==> src/sv/lirs_pkg.sv <==
// shared types and constants of the linear interpolation resampler
`default_nettype none

package lirs_pkg;

    localparam int SAMPLE_W   = 16;
    localparam int RATE_W     = 18;
    localparam int PH_W       = 19;
    localparam int ACC_W      = 38;
    localparam int QUO_W      = 37;
    localparam int CFG_ADDR_W = 1;

    localparam logic [CFG_ADDR_W-1:0] REG_INPUT_RATE  = 1'b0;
    localparam logic [CFG_ADDR_W-1:0] REG_OUTPUT_RATE = 1'b1;

    localparam logic [RATE_W-1:0] RESET_INPUT_RATE  = 18'd24000;
    localparam logic [RATE_W-1:0] RESET_OUTPUT_RATE = 18'd16000;

    localparam logic signed [SAMPLE_W-1:0] SAT_MAX = 16'sh7FFF;
    localparam logic signed [SAMPLE_W-1:0] SAT_MIN = 16'sh8000;

    typedef struct packed {
        logic latch_in;
        logic set_marker;
        logic clear_payload;
        logic first_sample;
        logic load_phase;
        logic mul;
        logic sum;
        logic finish;
        logic end_pair;
        logic push;
    } lirs_cmd_t;

    typedef struct packed {
        logic rate_err;
        logic first_seen;
        logic last;
        logic loop_go;
        logic none_out;
        logic div_done;
        logic pend_has;
        logic out_free;
    } lirs_stat_t;

endpackage

`default_nettype wire

==> src/sv/lirs_div.sv <==
// restoring divider, one quotient bit per cycle
`default_nettype none

module lirs_div (
    input  wire logic                        aclk,
    input  wire logic                        aresetn,
    input  wire logic                        start,
    input  wire logic [lirs_pkg::QUO_W-1:0]  dividend,
    input  wire logic [lirs_pkg::RATE_W-1:0] divisor,
    output logic                             done,
    output logic [lirs_pkg::QUO_W-1:0]       quotient
);

    localparam int CNT_W = $clog2(lirs_pkg::QUO_W + 1);

    logic                        busy_reg;
    logic                        done_reg;
    logic [CNT_W-1:0]            cnt_reg;
    logic [lirs_pkg::RATE_W-1:0] rem_reg;
    logic [lirs_pkg::QUO_W-1:0]  quo_reg;

    logic [lirs_pkg::RATE_W:0]   rem_shift;
    logic                        bit_next;
    logic [lirs_pkg::RATE_W:0]   rem_sub;
    logic [lirs_pkg::RATE_W-1:0] rem_next;

    always_comb begin
        rem_shift = {rem_reg, quo_reg[lirs_pkg::QUO_W-1]};
        bit_next  = rem_shift >= {1'b0, divisor};
        rem_sub   = rem_shift - {1'b0, divisor};
        rem_next  = bit_next ? rem_sub[lirs_pkg::RATE_W-1:0]
                             : rem_shift[lirs_pkg::RATE_W-1:0];
    end

    always_ff @(posedge aclk) begin
        if (!aresetn) begin
            busy_reg <= 1'b0;
            done_reg <= 1'b0;
        end else begin
            done_reg <= 1'b0;
            if (start) begin
                rem_reg  <= '0;
                quo_reg  <= dividend;
                cnt_reg  <= CNT_W'(lirs_pkg::QUO_W);
                busy_reg <= 1'b1;
            end else if (busy_reg) begin
                rem_reg <= rem_next;
                quo_reg <= {quo_reg[lirs_pkg::QUO_W-2:0], bit_next};
                cnt_reg <= cnt_reg - 1'b1;
                if (cnt_reg == CNT_W'(1)) begin
                    busy_reg <= 1'b0;
                    done_reg <= 1'b1;
                end
            end
        end
    end

    assign done     = done_reg;
    assign quotient = quo_reg;

endmodule

`default_nettype wire

==> src/sv/lirs_dp.sv <==
// datapath: rate registers, payload state, products, divider and output stage
`default_nettype none

module lirs_dp #(
    parameter int MAX_UPSAMPLE = 8
) (
    input  wire logic                            aclk,
    input  wire logic                            aresetn,
    input  wire logic                            cfg_we,
    input  wire logic [lirs_pkg::CFG_ADDR_W-1:0] cfg_addr,
    input  wire logic [lirs_pkg::RATE_W-1:0]     cfg_wdata,
    input  wire logic [15:0]                     s_tdata,
    input  wire logic                            s_tlast,
    output logic                                 m_tvalid,
    input  wire logic                            m_tready,
    output logic [15:0]                          m_tdata,
    output logic                                 m_tlast,
    output logic [1:0]                           m_tuser,
    input  wire lirs_pkg::lirs_cmd_t             cmd,
    output lirs_pkg::lirs_stat_t                 stat
);

    localparam int SW = lirs_pkg::SAMPLE_W;
    localparam int RW = lirs_pkg::RATE_W;
    localparam int PW = lirs_pkg::PH_W;
    localparam int AW = lirs_pkg::ACC_W;
    localparam int QW = lirs_pkg::QUO_W;
    localparam int NW = $clog2(2 * MAX_UPSAMPLE + 1);
    localparam int MW = RW + $clog2(MAX_UPSAMPLE + 1);

    logic [RW-1:0]        inr_reg;
    logic [RW-1:0]        outr_reg;
    logic signed [SW-1:0] cur_reg;
    logic                 last_reg;
    logic signed [SW-1:0] prev_reg;
    logic                 first_reg;
    logic [PW-1:0]        phase_reg;
    logic                 pair_reg;
    logic [PW-1:0]        ph_reg;
    logic [NW-1:0]        n_reg;
    logic signed [AW-1:0] prod_a_reg;
    logic signed [AW-1:0] prod_b_reg;
    logic                 neg_reg;
    logic signed [SW-1:0] pend_sample_reg;
    logic                 pend_has_reg;
    logic                 pend_err_reg;
    logic                 out_valid_reg;
    logic [SW-1:0]        out_sample_reg;
    logic                 out_last_reg;
    logic                 out_has_reg;
    logic                 out_err_reg;

    logic [MW-1:0]          max_out;
    logic                   rate_err;
    logic [PW:0]            ph_plus;
    logic [PW:0]            twice_outr;
    logic                   cond_more;
    logic                   cond_tail;
    logic                   loop_go;
    logic signed [SW:0]     diff;
    logic signed [AW-2:0]   prod_b_full;
    logic signed [SW+RW:0]  prod_a_full;
    logic signed [AW-1:0]   acc;
    logic                   acc_neg;
    logic [AW-1:0]          acc_mag;
    logic                   div_done;
    logic [QW-1:0]          quotient;
    logic [SW:0]            neg_val;
    logic signed [SW-1:0]   sample_next;
    logic                   out_free;

    always_comb begin
        max_out  = MW'(inr_reg) * MW'(MAX_UPSAMPLE);
        rate_err = (inr_reg == '0) || (outr_reg == '0) || (MW'(outr_reg) > max_out);

        ph_plus    = {1'b0, ph_reg} + {2'b0, inr_reg};
        twice_outr = {1'b0, outr_reg, 1'b0};
        cond_more  = (ph_reg < {1'b0, outr_reg}) && (n_reg < NW'(MAX_UPSAMPLE));
        cond_tail  = (n_reg < NW'(2 * MAX_UPSAMPLE)) &&
                     ((ph_plus <= twice_outr) || (!pair_reg && (n_reg == '0)));
        loop_go    = last_reg ? cond_tail : cond_more;

        diff        = {cur_reg[SW-1], cur_reg} - {prev_reg[SW-1], prev_reg};
        prod_b_full = diff * $signed({1'b0, ph_reg});
        prod_a_full = prev_reg * $signed({1'b0, outr_reg});

        acc     = prod_a_reg + prod_b_reg;
        acc_neg = acc[AW-1];
        acc_mag = acc_neg ? (-acc) : acc;

        neg_val = -quotient[SW:0];
        if (neg_reg) begin
            sample_next = (quotient > QW'(32768)) ? lirs_pkg::SAT_MIN
                                                  : $signed(neg_val[SW-1:0]);
        end else begin
            sample_next = (quotient > QW'(32767)) ? lirs_pkg::SAT_MAX
                                                  : $signed(quotient[SW-1:0]);
        end

        out_free = !out_valid_reg || m_tready;
    end

    lirs_div u_div (
        .aclk     (aclk),
        .aresetn  (aresetn),
        .start    (cmd.sum),
        .dividend (acc_mag[QW-1:0]),
        .divisor  (outr_reg),
        .done     (div_done),
        .quotient (quotient)
    );

    always_ff @(posedge aclk) begin
        if (!aresetn) begin
            inr_reg       <= lirs_pkg::RESET_INPUT_RATE;
            outr_reg      <= lirs_pkg::RESET_OUTPUT_RATE;
            prev_reg      <= '0;
            first_reg     <= 1'b0;
            phase_reg     <= '0;
            pair_reg      <= 1'b0;
            out_valid_reg <= 1'b0;
        end else begin
            if (cfg_we) begin
                case (cfg_addr)
                    lirs_pkg::REG_INPUT_RATE:  inr_reg  <= cfg_wdata;
                    lirs_pkg::REG_OUTPUT_RATE: outr_reg <= cfg_wdata;
                    default: ;
                endcase
            end

            if (cmd.latch_in) begin
                cur_reg  <= $signed(s_tdata);
                last_reg <= s_tlast;
            end

            if (cmd.clear_payload) begin
                prev_reg  <= '0;
                first_reg <= 1'b0;
                phase_reg <= '0;
                pair_reg  <= 1'b0;
            end else if (cmd.first_sample) begin
                prev_reg  <= cur_reg;
                first_reg <= 1'b1;
                phase_reg <= '0;
                pair_reg  <= 1'b0;
            end else if (cmd.end_pair) begin
                prev_reg  <= cur_reg;
                phase_reg <= (ph_reg >= {1'b0, outr_reg}) ? (ph_reg - {1'b0, outr_reg}) : '0;
                pair_reg  <= 1'b1;
            end

            if (cmd.load_phase) begin
                ph_reg <= phase_reg;
                n_reg  <= '0;
            end else if (cmd.finish) begin
                ph_reg <= ph_plus[PW-1:0];
                n_reg  <= n_reg + 1'b1;
            end

            if (cmd.mul) begin
                prod_a_reg <= {{(AW - SW - RW - 1){prod_a_full[SW+RW]}}, prod_a_full};
                prod_b_reg <= {prod_b_full[AW-2], prod_b_full};
            end
            if (cmd.sum) begin
                neg_reg <= acc_neg;
            end

            if (cmd.set_marker) begin
                pend_sample_reg <= '0;
                pend_has_reg    <= 1'b0;
                pend_err_reg    <= rate_err;
            end else if (cmd.finish) begin
                pend_sample_reg <= sample_next;
                pend_has_reg    <= 1'b1;
                pend_err_reg    <= 1'b0;
            end

            if (cmd.push) begin
                out_valid_reg  <= 1'b1;
                out_sample_reg <= pend_sample_reg;
                out_has_reg    <= pend_has_reg;
                out_err_reg    <= pend_err_reg;
                out_last_reg   <= last_reg && (!pend_has_reg || !loop_go);
            end else if (m_tready) begin
                out_valid_reg <= 1'b0;
            end
        end
    end

    always_comb begin
        stat.rate_err   = rate_err;
        stat.first_seen = first_reg;
        stat.last       = last_reg;
        stat.loop_go    = loop_go;
        stat.none_out   = (n_reg == '0);
        stat.div_done   = div_done;
        stat.pend_has   = pend_has_reg;
        stat.out_free   = out_free;
    end

    assign m_tvalid = out_valid_reg;
    assign m_tdata  = out_sample_reg;
    assign m_tlast  = out_last_reg;
    assign m_tuser  = {out_err_reg, out_has_reg};

endmodule

`default_nettype wire

==> src/sv/lirs_ctrl.sv <==
// controller state machine sequencing the per-sample work
`default_nettype none

module lirs_ctrl (
    input  wire logic                  aclk,
    input  wire logic                  aresetn,
    input  wire logic                  s_tvalid,
    output logic                       s_tready,
    input  wire lirs_pkg::lirs_stat_t  stat,
    output lirs_pkg::lirs_cmd_t        cmd
);

    typedef enum logic [2:0] {
        S_IDLE,
        S_CHECK,
        S_LOOP,
        S_SUM,
        S_DIV,
        S_PUSH
    } state_t;

    state_t state_reg;
    state_t state_next;

    always_comb begin
        cmd        = '0;
        state_next = state_reg;
        case (state_reg)
            S_IDLE: begin
                if (s_tvalid) begin
                    cmd.latch_in = 1'b1;
                    state_next   = S_CHECK;
                end
            end
            S_CHECK: begin
                if (stat.rate_err) begin
                    cmd.set_marker    = 1'b1;
                    cmd.clear_payload = 1'b1;
                    state_next        = S_PUSH;
                end else if (!stat.first_seen) begin
                    if (stat.last) begin
                        cmd.set_marker    = 1'b1;
                        cmd.clear_payload = 1'b1;
                        state_next        = S_PUSH;
                    end else begin
                        cmd.first_sample = 1'b1;
                        state_next       = S_IDLE;
                    end
                end else begin
                    cmd.load_phase = 1'b1;
                    state_next     = S_LOOP;
                end
            end
            S_LOOP: begin
                if (stat.loop_go) begin
                    cmd.mul    = 1'b1;
                    state_next = S_SUM;
                end else if (stat.last) begin
                    cmd.clear_payload = 1'b1;
                    if (stat.none_out) begin
                        cmd.set_marker = 1'b1;
                        state_next     = S_PUSH;
                    end else begin
                        state_next = S_IDLE;
                    end
                end else begin
                    cmd.end_pair = 1'b1;
                    state_next   = S_IDLE;
                end
            end
            S_SUM: begin
                cmd.sum    = 1'b1;
                state_next = S_DIV;
            end
            S_DIV: begin
                if (stat.div_done) begin
                    cmd.finish = 1'b1;
                    state_next = S_PUSH;
                end
            end
            S_PUSH: begin
                if (stat.out_free) begin
                    cmd.push   = 1'b1;
                    state_next = stat.pend_has ? S_LOOP : S_IDLE;
                end
            end
            default: begin
                state_next = S_IDLE;
            end
        endcase
    end

    always_ff @(posedge aclk) begin
        if (!aresetn) begin
            state_reg <= S_IDLE;
        end else begin
            state_reg <= state_next;
        end
    end

    assign s_tready = (state_reg == S_IDLE);

endmodule

`default_nettype wire

==> src/sv/linear_interp_pcm_resampler.sv <==
// top level: linear interpolation pcm resampler
// a sample beat that yields no result skips the product, sum and divider steps; each result
// goes through a product step, a sum step, the divider's 37 quotient bits, a step to see the
// divider finish and an output load, which waits while the output stalls
// the shared bit-serial divider sets the rate; one sample beat is in work at a time
// synchronous active-low reset: rates return to 24000 and 16000, payload state clears
`default_nettype none

module linear_interp_pcm_resampler #(
    parameter int MAX_UPSAMPLE = 8
) (
    input  wire logic                            aclk,
    input  wire logic                            aresetn,
    input  wire logic                            cfg_we,
    input  wire logic [lirs_pkg::CFG_ADDR_W-1:0] cfg_addr,
    input  wire logic [lirs_pkg::RATE_W-1:0]     cfg_wdata,
    input  wire logic                            s_tvalid,
    output logic                                 s_tready,
    input  wire logic [15:0]                     s_tdata,   // sample_in
    input  wire logic                            s_tlast,
    output logic                                 m_tvalid,
    input  wire logic                            m_tready,
    output logic [15:0]                          m_tdata,   // sample_out
    output logic                                 m_tlast,
    output logic [1:0]                           m_tuser    // bit 1 rate_error, bit 0 has_sample
);

    lirs_pkg::lirs_cmd_t  cmd;
    lirs_pkg::lirs_stat_t stat;

    lirs_ctrl u_ctrl (
        .aclk     (aclk),
        .aresetn  (aresetn),
        .s_tvalid (s_tvalid),
        .s_tready (s_tready),
        .stat     (stat),
        .cmd      (cmd)
    );

    lirs_dp #(
        .MAX_UPSAMPLE (MAX_UPSAMPLE)
    ) u_dp (
        .aclk      (aclk),
        .aresetn   (aresetn),
        .cfg_we    (cfg_we),
        .cfg_addr  (cfg_addr),
        .cfg_wdata (cfg_wdata),
        .s_tdata   (s_tdata),
        .s_tlast   (s_tlast),
        .m_tvalid  (m_tvalid),
        .m_tready  (m_tready),
        .m_tdata   (m_tdata),
        .m_tlast   (m_tlast),
        .m_tuser   (m_tuser),
        .cmd       (cmd),
        .stat      (stat)
    );

endmodule

`default_nettype wire

==> config.mk <==
export PLATFORM = sky130hd
export DESIGN_NAME = linear_interp_pcm_resampler
export DESIGN_NICKNAME = d
export VERILOG_FILES = /design/src/sv/lirs_pkg.sv /design/src/sv/lirs_div.sv /design/src/sv/lirs_dp.sv /design/src/sv/lirs_ctrl.sv /design/src/sv/linear_interp_pcm_resampler.sv
export SDC_FILE = /design/constraint.sdc
export NUM_CORES = 2
export LEC_CHECK = 0
export BUFFER_PORTS_ARGS = -buffer_cell sky130_fd_sc_hd__buf_2
export CORE_MARGIN = 10
export CORE_UTILIZATION = 55
export CTS_CLUSTER_DIAMETER = 120
export DETAILED_ROUTE_END_ITERATION = 16
export PLACE_DENSITY_LB_ADDON = 0.05
export SLEW_MARGIN = 20
export SYNTH_ARGS = -nofsm -noshare
export SYNTH_HDL_FRONTEND = slang
export SYNTH_HIERARCHICAL = 1
export SYNTH_SLANG_ARGS = --single-unit
==> constraint.sdc <==
create_clock -name aclk -period 23.4 [get_ports aclk]
set_input_delay 2.34 -clock aclk [delete_from_list [all_inputs] [get_ports aclk]]
set_output_delay 2.34 -clock aclk [all_outputs]
set_load 0.01 [all_outputs]
==> impl_summary.log <==
[metrics] number of buffers on the longest clock path: 3
[metrics] DR iter-0 viols: 2,103
[metrics] area added between synthesis and finish: 6.565%
[metrics] slew margin rel.: 25.83%
[metrics] transition time at the pin with the least slew margin: 1.113 ns
[metrics] global-route wire length before repair: 172,400 um
[metrics] number of buffers added for setup after CTS: 0
[metrics] unrepaired setup endpoints after global routing: false
[metrics] clock-pin slew on the worst setup and hold paths: 0.06 ns
[metrics] post-synthesis sequential element count: 291
[metrics] Clk Latency, worst-skew pair: 0.59 ns
[metrics] Post-layout nets: 5,275
[metrics] Detail Placement HPWL: 83,650 um
[metrics] fraction of synthesis flops using an asynchronous set or reset pin: 0%
[metrics] Max IR drop VDD: 0.3775 mV
[metrics] power density normalized to cell area: 125.0 nW/um^2
[metrics] Power, Total: 5.258 mW
[metrics] Post-synth EDFFs: 212
[metrics] number of pins with negative max-slew slack in the final report: 0
[metrics] area of the die: 82,880 sq um
[metrics] Crit path required time: 23.71 ns
[metrics] type of the tightest min-delay check: reg2reg
[metrics] Hold Violations, Final: 0
[metrics] area post-placement: 40,710 sq um
[metrics] pin count of the biggest net entering global routing: 73
[metrics] clock sink total: 291
[metrics] Core Box Area: 71,360 sq um
[metrics] Yosys cell types: 93
[metrics] Die Width: 287.9 um
[metrics] detailed-router iteration count before antenna repair: 5
[metrics] # DRC: 0
[metrics] worst path arrival time: 10.64 ns
[metrics] number of antenna violations at the first check in global routing: 0
[metrics] crit-path leading delay family: compound AO/OA/AOI/OAI gates
[metrics] sort of element at the end of the critical path: register
[metrics] Overflow after GRT: 0
[metrics] Final Wtd Congestion: 0.9050
[metrics] routed via count divided by cell count: 5.735
[metrics] fraction of layout instances using a drive strength above 1: 7.082%
[metrics] highest cell delay on the worst timing path: 0.66 ns
[metrics] syn avg cell area: 9.014 sq um
[metrics] final antenna-violating net count: 0
[metrics] syn_nets: 5,306
[metrics] Filler Cells Inserted: 6,487
[metrics] predominant post-synthesis flop cell: edfxtp_1
[metrics] number of buffers added by the clock tree synthesis step: 40
[metrics] Root Buffer: clkbuf_16
[metrics] clock tree from TritonCTS: yes
[metrics] f_max: 0.09683 GHz
[metrics] vias in the first global route: 30,930
[metrics] # IOs: 62
[metrics] hold buffers post-CTS: 0
[metrics] Startpoint Class: register
[metrics] post-DR wirelength/cell: 20.15 um
[metrics] Die Span Y: 287.9 um
[metrics] cell at the slowest stage of the critical path: dfxtp_1
[metrics] initial core utilization: 55.31%
[metrics] number of H-tree levels: 2
[metrics] # setup viols final: 0
[metrics] status: completed
[metrics] Leakage: 19.66 nW
[metrics] fin crit share: 44.13%
[metrics] final std cell area, no fill: 42,060 sq um
[metrics] total standard cell area after synthesis: 39,470 sq um
[metrics] Min Clock Period, post-route: 10.33 ns
[metrics] cts repair resizes: 0
[metrics] aggregate global-route resource usage: 26.46%
[metrics] Vias: 30,560
[metrics] Routed WL: 107,400 um
[metrics] crit-path most repeated cell: fa_1
[metrics] sequential-to-total area share from yosys stat: 20.14%
[metrics] Setup Total Neg Slack: 0 ns
[metrics] port bufs: 61
[metrics] kind of critical path: reg2reg
[metrics] max-cap violations: 0
[metrics] synthesized instance count: 4,379
[metrics] area of the multi-input gates: 28,080 sq um
[metrics] buffers plus inverters on the worst setup path: 6
[metrics] Cell Rows: 98
[metrics] Syn. warnings: 6
[metrics] storage element area: 7948 sq um
[metrics] maximum fanout count along the critical path: 23
[metrics] worst hold slack: 0.4166 ns
[metrics] maximum clock skew at final layout: 0.03026 ns
==> cell type report <==
cell class / count / area share, %
Multi-Input combinational cell: 3172 / 66.76
Sequential cell: 291 / 18.90
Inverter: 714 / 6.372
Tap cell: 950 / 2.826
Clock buffer: 50 / 2.594
Timing Repair Buffer: 129 / 1.939
Clock inverter: 21 / 0.5979
Antenna cell: 2 / 0.01190
==> Yosys cell counts, types with 57 or more instances <==
library cell	number	area, sq um
inv_1	707	2654
and3_1	57	356.6
and2_1	110	688.2
xor2_1	60	525.5
nand3_1	83	415.4
nor2b_1	60	375.4
dfxtp_1	79	1582
nand2_1	541	2031
nor2_1	244	915.9
edfxtp_1	212	6366
a21oi_1	213	1066
o21ai_0	120	600.6
xnor2_1	119	1042
clkbuf_1	166	623.1
fa_1	481	9629
ha_1	405	5067
==> stage by stage <==
step / std cells / util, % / setup WS [ns]
global route: 5327 / 58.93 / 12.36
finish: 5329 / 58.94 / 13.07
detailed placement: 5256 / 57.05 / 13.28
global placement: 5256 / 57.05 / 13.49
CTS: 5327 / 58.93 / 13.21
floorplan: 4379 / - / 14.65
==> worst reg2reg max path, delay by kind of cell, from the launching register on <==
| family | cells | cell delay [ns] |
|---|---|---|
| compound gates | 16 | 3.64 |
| xor+xnor | 1 | 0.09 |
| simple gates | 5 | 1.13 |
| flops | 1 | 0.66 |
| fa+ha+maj | 8 | 3.36 |
| buf+inv | 6 | 1.18 |
==> placed cells by master (no fill, tap or decap), types with 14 or more instances in the layout <==
| cell | netlist | final |
|---|---|---|
| a311oi_1 | 18 | 18 |
| fa_1 | 481 | 481 |
| buf_4 | 10 | 68 |
| edfxtp_1 | 212 | 212 |
| nor2_1 | 244 | 238 |
| buf_2 | 4 | 61 |
| and3_1 | 57 | 57 |
| nand4_1 | 30 | 30 |
| o21a_1 | 51 | 50 |
| inv_1 | 707 | 707 |
| or3_1 | 16 | 16 |
| a211oi_1 | 21 | 21 |
| nor2b_1 | 60 | 60 |
| a31oi_1 | 24 | 24 |
| o311ai_0 | 23 | 23 |
| nand2_1 | 541 | 541 |
| nand3_1 | 83 | 83 |
| xor2_1 | 60 | 60 |
| a21o_1 | 52 | 52 |
| nor3b_1 | 16 | 16 |
| nand2b_1 | 26 | 26 |
| ha_1 | 405 | 405 |
| mux2_2 | 55 | 55 |
| a21boi_0 | 34 | 34 |
| o211ai_1 | 43 | 43 |
| or2_2 | 14 | 14 |
| and2_1 | 110 | 109 |
| nor3_1 | 45 | 45 |
| nor4_1 | 25 | 24 |
| a21oi_1 | 213 | 213 |
| dfxtp_1 | 79 | 79 |
| clkbuf_16 | 0 | 42 |
| o21bai_1 | 20 | 20 |
| o21ai_0 | 120 | 120 |
| xnor2_1 | 119 | 119 |
==> power by group <==
part	total, mW	internal [mW]	switching, mW
Sequential	0.788	0.774	0.0137
Combinational	3.85	1.63	2.23
Clock	0.617	0.361	0.256
Total	5.26	2.76	2.50
==> worst paths after layout <==
check / startpoint / endpoint / slack [ns] / cells after the start
worst min register to register: u_dp/pend_sample_reg[3] / u_dp/m_tdata[3] / 0.42 / 0
worst max-delay path: u_dp/prev_reg[1] / u_dp/prod_b_reg[36] / 13.07 / 36
worst max register to register: u_dp/prev_reg[1] / u_dp/prod_b_reg[36] / 13.07 / 36
worst min-delay path: u_dp/pend_sample_reg[3] / u_dp/m_tdata[3] / 0.42 / 0
==> cell families after synthesis <==
kind of cell,after synthesis,share of synthesized area (%)
and+or+nand+nor,1342,16.44
buffers and inverters,916,8.822
adders and majority gates,886,37.23
AOI/OAI and AO/OA,708,11.78
DFF,291,20.14
xor gates and xnor gates,179,3.972
muxes,57,1.620
==> metal layers <==
layer	vias up	wire, um	GRT usage [%]
met4	0	3949	9.207
li1	14380	-	-
met1	15070	47450	36.12
met5	-	0	0
met3	182	6751	3.177
met2	926	49260	43.08
No activity file was read; power rests on OpenSTA's default activity.
